## src/rtl/ffca_pkg.sv

```systemverilog
// Shared types and constants for the first-free channel allocator.
package ffca_pkg;

  localparam int unsigned ChanW = 8;
  localparam int unsigned CntW  = 32;

  typedef enum logic [1:0] {
    OP_ACQUIRE = 2'd0,
    OP_RELEASE = 2'd1,
    OP_QUERY   = 2'd2,
    OP_CLEAR   = 2'd3
  } op_e;

  typedef struct packed {
    op_e              op;
    logic [ChanW-1:0] channel;
  } req_t;

  typedef struct packed {
    logic [ChanW-1:0] granted;
    logic             is_busy;
    logic [ChanW-1:0] busy_count;
    logic [CntW-1:0]  grant_total;
    logic [CntW-1:0]  release_total;
  } result_t;

endpackage

```

## src/rtl/ffca_first_free.sv

```systemverilog
// Lowest-free-channel finder: isolates the lowest set bit and encodes its index.
module ffca_first_free #(
  parameter int unsigned CHANNELS = 8,
  parameter int unsigned IDX_W    = 3
) (
  input  logic [CHANNELS-1:0] free_i,
  output logic                found_o,
  output logic [CHANNELS-1:0] onehot_o,
  output logic [IDX_W-1:0]    idx_o
);

  // lowest set bit: x & -x
  assign onehot_o = free_i & (~free_i + CHANNELS'(1));
  assign found_o  = |free_i;

  // one-hot to binary; terms are independent ORs
  always_comb begin
    idx_o = '0;
    for (int i = 0; i < CHANNELS; i++) begin
      if (onehot_o[i]) begin
        idx_o = idx_o | IDX_W'(i);
      end
    end
  end

endmodule

```

## src/rtl/ffca_core.sv

```systemverilog
// Allocator state (busy map, busy count, totals) and per-request update logic.
module ffca_core #(
  parameter int unsigned CHANNELS = 8
) (
  input  logic                    clk_i,
  input  logic                    rst_ni,
  input  logic                    en_i,
  input  ffca_pkg::req_t          req_i,
  output ffca_pkg::result_t       res_o,
  output logic [CHANNELS-1:0]     busy_map_o,
  output logic [ffca_pkg::ChanW-1:0] busy_cnt_o
);

  import ffca_pkg::*;

  localparam int unsigned IdxW = (CHANNELS > 1) ? $clog2(CHANNELS) : 1;

  logic [CHANNELS-1:0] busy_q, busy_d;
  logic [ChanW-1:0]    cnt_q, cnt_d;
  logic [CntW-1:0]     grant_q, grant_d;
  logic [CntW-1:0]     rel_q, rel_d;

  logic [CHANNELS-1:0] chan_mask;
  logic [CHANNELS-1:0] free_oh;
  logic [IdxW-1:0]     free_idx;
  logic                free_found;
  logic                hit;
  logic [ChanW-1:0]    granted;
  logic                is_busy;

  ffca_first_free #(
    .CHANNELS (CHANNELS),
    .IDX_W    (IdxW)
  ) u_first_free (
    .free_i   (~busy_q),
    .found_o  (free_found),
    .onehot_o (free_oh),
    .idx_o    (free_idx)
  );

  // decode of the 1-based id; 0 and out-of-range ids match nothing
  always_comb begin
    for (int i = 0; i < CHANNELS; i++) begin
      chan_mask[i] = (req_i.channel == ChanW'(i + 1));
    end
  end

  assign hit = |(busy_q & chan_mask);

  always_comb begin
    busy_d  = busy_q;
    cnt_d   = cnt_q;
    grant_d = grant_q;
    rel_d   = rel_q;
    granted = '0;
    is_busy = 1'b0;
    case (req_i.op)
      OP_ACQUIRE: begin
        if (free_found) begin
          busy_d  = busy_q | free_oh;
          cnt_d   = cnt_q + ChanW'(1);
          grant_d = grant_q + CntW'(1);
          granted = ChanW'(free_idx) + ChanW'(1);
        end
      end
      OP_RELEASE: begin
        if (hit) begin
          busy_d = busy_q & ~chan_mask;
          cnt_d  = cnt_q - ChanW'(1);
          rel_d  = rel_q + CntW'(1);
        end
      end
      OP_QUERY: begin
        is_busy = hit;
      end
      OP_CLEAR: begin
        busy_d  = '0;
        cnt_d   = '0;
        grant_d = '0;
        rel_d   = '0;
      end
      default: begin
        busy_d = busy_q;
      end
    endcase
  end

  always_ff @(posedge clk_i or negedge rst_ni) begin
    if (!rst_ni) begin
      busy_q  <= '0;
      cnt_q   <= '0;
      grant_q <= '0;
      rel_q   <= '0;
    end else if (en_i) begin
      busy_q  <= busy_d;
      cnt_q   <= cnt_d;
      grant_q <= grant_d;
      rel_q   <= rel_d;
    end
  end

  assign res_o.granted       = granted;
  assign res_o.is_busy       = is_busy;
  assign res_o.busy_count    = cnt_d;
  assign res_o.grant_total   = grant_d;
  assign res_o.release_total = rel_d;

  assign busy_map_o = busy_q;
  assign busy_cnt_o = cnt_q;

endmodule

```

## src/rtl/first_free_channel_allocator.sv

```systemverilog
// Top level of the first-free channel allocator: request and result registers around the core.
//
// Usage:
//   Request channel (in_valid_i / in_ready_o): operation_i selects acquire,
//   release, query or clear; channel_i is the 1-based id for release/query.
//   Result channel (out_valid_o / out_ready_i): one result per request with
//   granted_o, is_busy_o, busy_count_o, grant_total_o and release_total_o,
//   all as they stand after that request.
//   A request passes through the request register, then the result register,
//   before its result is visible. Throughput: one request per cycle while
//   out_ready_i is high; the whole update is a priority encode, a decode and a few adds.
//   Reset: all channels free, counters zero, both pipeline stages empty.
//   Stall: when out_ready_i is low the result register holds and the request
//   register can still take one more request; further requests wait on
//   in_ready_o. State is only updated when a request moves into the result
//   register, so stalls never lose or repeat a request.
//   CHANNELS sets the width of the busy map (1..255).
module first_free_channel_allocator #(
  parameter int unsigned CHANNELS = 8
) (
  input  logic                        clk_i,
  input  logic                        rst_ni,
  input  logic                        in_valid_i,
  output logic                        in_ready_o,
  input  logic [1:0]                  operation_i,
  input  logic [ffca_pkg::ChanW-1:0]  channel_i,
  output logic                        out_valid_o,
  input  logic                        out_ready_i,
  output logic [ffca_pkg::ChanW-1:0]  granted_o,
  output logic                        is_busy_o,
  output logic [ffca_pkg::ChanW-1:0]  busy_count_o,
  output logic [ffca_pkg::CntW-1:0]   grant_total_o,
  output logic [ffca_pkg::CntW-1:0]   release_total_o
);

  import ffca_pkg::*;

  // request register
  logic    req_vld_q;
  req_t    req_q;
  // result register
  logic    res_vld_q;
  result_t res_q;
  result_t res_d;

  logic                req_fire;
  logic                advance;
  logic [CHANNELS-1:0] busy_map;
  logic [ChanW-1:0]    busy_cnt;

  // result register can take a new entry when empty or being drained
  assign advance    = !res_vld_q || out_ready_i;
  assign in_ready_o = !req_vld_q || advance;
  assign req_fire   = in_valid_i && in_ready_o;

  always_ff @(posedge clk_i or negedge rst_ni) begin
    if (!rst_ni) begin
      req_vld_q <= 1'b0;
    end else if (req_fire) begin
      req_vld_q <= 1'b1;
    end else if (advance) begin
      req_vld_q <= 1'b0;
    end
  end

  always_ff @(posedge clk_i) begin
    if (req_fire) begin
      req_q.op      <= op_e'(operation_i);
      req_q.channel <= channel_i;
    end
  end

  // state commits exactly when the request moves to the result register
  ffca_core #(
    .CHANNELS (CHANNELS)
  ) u_core (
    .clk_i      (clk_i),
    .rst_ni     (rst_ni),
    .en_i       (req_vld_q && advance),
    .req_i      (req_q),
    .res_o      (res_d),
    .busy_map_o (busy_map),
    .busy_cnt_o (busy_cnt)
  );

  always_ff @(posedge clk_i or negedge rst_ni) begin
    if (!rst_ni) begin
      res_vld_q <= 1'b0;
    end else if (advance) begin
      res_vld_q <= req_vld_q;
    end
  end

  always_ff @(posedge clk_i) begin
    if (advance && req_vld_q) begin
      res_q <= res_d;
    end
  end

  assign out_valid_o     = res_vld_q;
  assign granted_o       = res_q.granted;
  assign is_busy_o       = res_q.is_busy;
  assign busy_count_o    = res_q.busy_count;
  assign grant_total_o   = res_q.grant_total;
  assign release_total_o = res_q.release_total;

  // running busy count tracks the bitmap
  a_cnt_matches_map : assert property (@(posedge clk_i) disable iff (!rst_ni)
    $countones(busy_map) == int'(busy_cnt))
    else $error("busy count out of step with busy map");

  // a grant names a real channel and leaves at least one busy
  a_grant_range : assert property (@(posedge clk_i) disable iff (!rst_ni)
    out_valid_o && (granted_o != '0) |->
      (int'(granted_o) <= CHANNELS) && (busy_count_o != '0) && !is_busy_o)
    else $error("grant out of range or inconsistent");

  // a pending request reaches the result register when it drains
  a_req_moves : assert property (@(posedge clk_i) disable iff (!rst_ni)
    req_vld_q && advance |=> res_vld_q)
    else $error("request lost between stages");

  a_cnt_bound : assert property (@(posedge clk_i) disable iff (!rst_ni)
    out_valid_o |-> int'(busy_count_o) <= CHANNELS)
    else $error("busy count above channel count");

endmodule
```

## config.mk

```make
export PLATFORM = sky130hd
export DESIGN_NAME = first_free_channel_allocator
export DESIGN_NICKNAME = d
export VERILOG_FILES = /design/src/rtl/ffca_pkg.sv /design/src/rtl/ffca_first_free.sv /design/src/rtl/ffca_core.sv /design/src/rtl/first_free_channel_allocator.sv
export SDC_FILE = /design/constraint.sdc
export NUM_CORES = 1
export LEC_CHECK = 0
export BUFFER_PORTS_ARGS = -buffer_cell sky130_fd_sc_hd__buf_2
export CAP_MARGIN = 20
export CORE_MARGIN = 3
export CORE_UTILIZATION = 40
export CTS_BUF_LIST = sky130_fd_sc_hd__clkbuf_8
export DETAILED_ROUTE_END_ITERATION = 12
export HOLD_SLACK_MARGIN = 0.15
export PLACE_DENSITY = 0.69
export SLEW_MARGIN = 40
export SYNTH_ARGS = -nofsm -noshare
export SYNTH_HDL_FRONTEND = slang
export SYNTH_SLANG_ARGS = --single-unit
```

## constraint.sdc

```tcl
create_clock -name clk_i -period 3.5 [get_ports clk_i]
set_clock_uncertainty 0.1 [all_clocks]
set_input_delay 0.7 -clock clk_i [delete_from_list [all_inputs] [get_ports clk_i]]
set_output_delay 0.7 -clock clk_i [all_outputs]
set_load 0.005 [all_outputs]
```

==> impl_metrics.yaml <==
outcome:
  status: "completed"
synth:
  netlist_instances: 912
  yosysTopAreaCellShare_pct: 29.1
  synth_seq_cells: 169
  seq_area_frac_synth_pct: 52.0
  syn_area_per_cell_um2: 9.84
  synth-edff-count: 87
  synthTopCellsByArea: "edfxtp_1 29%, dfrtp_1 23%, nand2_1 4.3%"
  yosysTopAreaCell: "edfxtp_1"
  yosysUniqueCellTypes: 72
  synth_flop_cell: "edfxtp_1"
  async_flop_share_pct: 48.5
  syn_area_um2: 8970
  ys_warn_count: 0
sta:
  timing.hold.ws_ps: 158
  rsz0062_at_grt: "no"
  max_freq_ghz: 0.355
  setup_viol: 0
  worst_slack_ps: 686
  tns_ps: 0
  finalCritPeriodShare_pct: 80.4
  period_minus_slack_ps: 2810
  tightest_slew_ps: 759
  hold_violations: 0
  drv_slew: 0
  slew_headroom_pct: 49.0
global_routing:
  grt_pass1_wl_um: 34000
  grt_max_degree: 50
  overflow: 0
  grt_pass1_vias: 6676
  antenna_found_initial: 0
  track_usage_pct: 17.2
floorplan:
  coreArea_um2: 22000
  rows: 54
  initial_core_util_pct: 40.9
  io_pins: 97
  die_h_um: 156
  die-area_um2: 24300
  die_w_um: 156
power_and_ir_drop:
  pwr_density_cell_nw_per_um2: 482
  finalPower_mw: 4.90
  ir_drop_mv: 0.251
  leakage_nw: 3.85
critical_path:
  critPathLaunchType: "flop"
  critical_path.max_fanout: 12
  critPathRequiredTime_ps: 3780
  critPathArrivalTime_ps: 3090
  path_class: "flop to flop"
  cp-end-kind: "flop"
  r2r_cells: 7
routing:
  drc: 0
  firstDrtPassIters: 5
  vias: 7308
  wl_per_cell_um: 16.3
  routed_wl_um: 20800
  vias_per_cell: 5.72
  ant_nets: 0
  drt_iter0_markers: 634
placement:
  placed_area_um2: 9710
  gp_congestion: 0.920
  dp.cells: 1246
  dp_hpwl_um: 14300
  place_ws_ps: 717
  io_buffers: 92
layout:
  drive_above_1_share_pct: 17.3
  fillers: 2033
  final_area_um2: 10200
  nets: 1009
  fin_util_pct: 46.3
  antennaDiodeCount: 0
  stdcell_count: 1278
  syn2layout_area_growth_pct: 13.3
clock_network:
  cts_hold_buf: 0
  clockBufferDepth: 2
  postCtsSetupRepairBufs: 0
  cts_made_buffers: 17
  clkSinkCount: 169
  clock_latency_ps: 460
  h-tree-depth: 4
  postCtsResizedCells: 0
  clk_pin_slew_ps: 100
  root_buffer: "clkbuf_8"
  cts_tree: "built"
worst_hold_path:
  holdCritPathClass: "input port to async pin"
job:
  max-cap-violations: 0
-- area by class of cell --
cell class	instances	area [um^2]	share of cell area (%)
clock inverter	15	215	2.12
sequential	169	4660	45.9
inverter	23	87.6	0.862
multi-input combinational	661	3980	39.1
clock buffer	17	234	2.30
timing repair buffer	113	633	6.23
tap	280	350	3.45
-- sequential cells by signal, indices dropped and copies added (netlist names) --
register	count
busy_count_o	8
grant_total_o	32
granted_o	4
is_busy_o	1
out_valid_o	1
release_total_o	32
req_q	10
req_vld_q	1
u_core.busy_cnt_o	8
u_core.busy_map_o	8
u_core.grant_q	32
u_core.rel_q	32
-- cells by family after synthesis --
family | Yosys count | synth area share, %
AO/OA/AOI/OAI | 232 | 16.7
buffers and inverters | 85 | 3.89
XOR/XNOR | 34 | 3.32
AND/OR/NAND/NOR | 368 | 21.2
multiplexers | 13 | 1.52
other | 1 | 0.0418
flip-flops | 169 | 52.0
adder cells (fa/ha/maj) | 10 | 1.39
-- cell usage after synthesis, drive strengths merged, types with 2 or more instances --
master,n
clkinv,2
edfxtp,87
nor3,15
dfrtp,82
nor4,9
mux2i,8
or3b,2
nand3,56
nand2,103
ha,10
a211o,2
mux2,5
a21o,2
inv,21
and2,5
or2,3
o311ai,4
nor3b,4
a32oi,2
o221ai,4
nand2b,5
and3,9
xor2,25
nand3b,4
a21oi,39
nand4b,7
o21ai,76
a311oi,2
o22a,2
o21bai,2
xnor2,9
nor2b,3
a31oi,20
and3b,2
o211ai,19
a22oi,3
nand4,29
clkbuf,49
and4,8
o22ai,4
buf,13
or4,9
o31ai,42
nor2,78
or3,16
-- report_power, final --
part / total [mW] / internal [mW] / switching, mW
registers: 2.53 / 2.31 / 0.219
clock network: 1.56 / 0.795 / 0.767
logic: 0.804 / 0.316 / 0.488
total: 4.90 / 3.43 / 1.47
-- worst max-delay path, stage by stage (launching register included) --
cell and delay [ps]:
edfxtp_1 480, or3b_4 450, o22a_4 260, o211ai_2 260
buf_4 200, nand3_1 300, or4_1 580, o211ai_1 100
-- worst paths after layout --
check                                        start            endpoint  slack [ps]
worst max register to register            req_q[3]    u_core.rel_q[26]         690
worst min register to register  u_core.grant_q[30]  u_core.grant_q[30]         440
max in group asynchronous                   rst_ni     u_core.rel_q[5]        2360
worst max-delay path                      req_q[3]    u_core.rel_q[26]         690
worst min-delay path                        rst_ni    u_core.rel_q[24]         160
min in group clk_i                  operation_i[1]            req_q[9]         310
-- cell usage in the layout (no fill, tap or decap), types with 5 or more instances in the layout --
cell / instances
or3_1: 16
and4_1: 8
dfrtp_1: 82
nand2_1: 101
nand2b_1: 5
nor3_1: 12
nor2_1: 77
ha_1: 10
clkbuf_8: 17
o21ai_0: 73
buf_4: 21
xor2_1: 25
and3_1: 9
and2_1: 5
edfxtp_1: 87
o31ai_1: 42
nand4b_1: 7
a21oi_1: 39
a31oi_1: 20
mux2_2: 5
mux2i_1: 8
nor4_1: 7
o211ai_1: 18
nand4_1: 29
nand3_1: 55
xnor2_1: 9
buf_2: 91
inv_1: 21
or4_1: 8
-- layer usage --
layer,share of wire [%],track usage (%),wire (um)
met5,0,0,0
met4,1.8,5.72,367
met3,5.1,3.08,1070
met2,46,27.4,9560
met1,47,24.0,9830
Note: power is estimated with default switching activity, not from simulation.
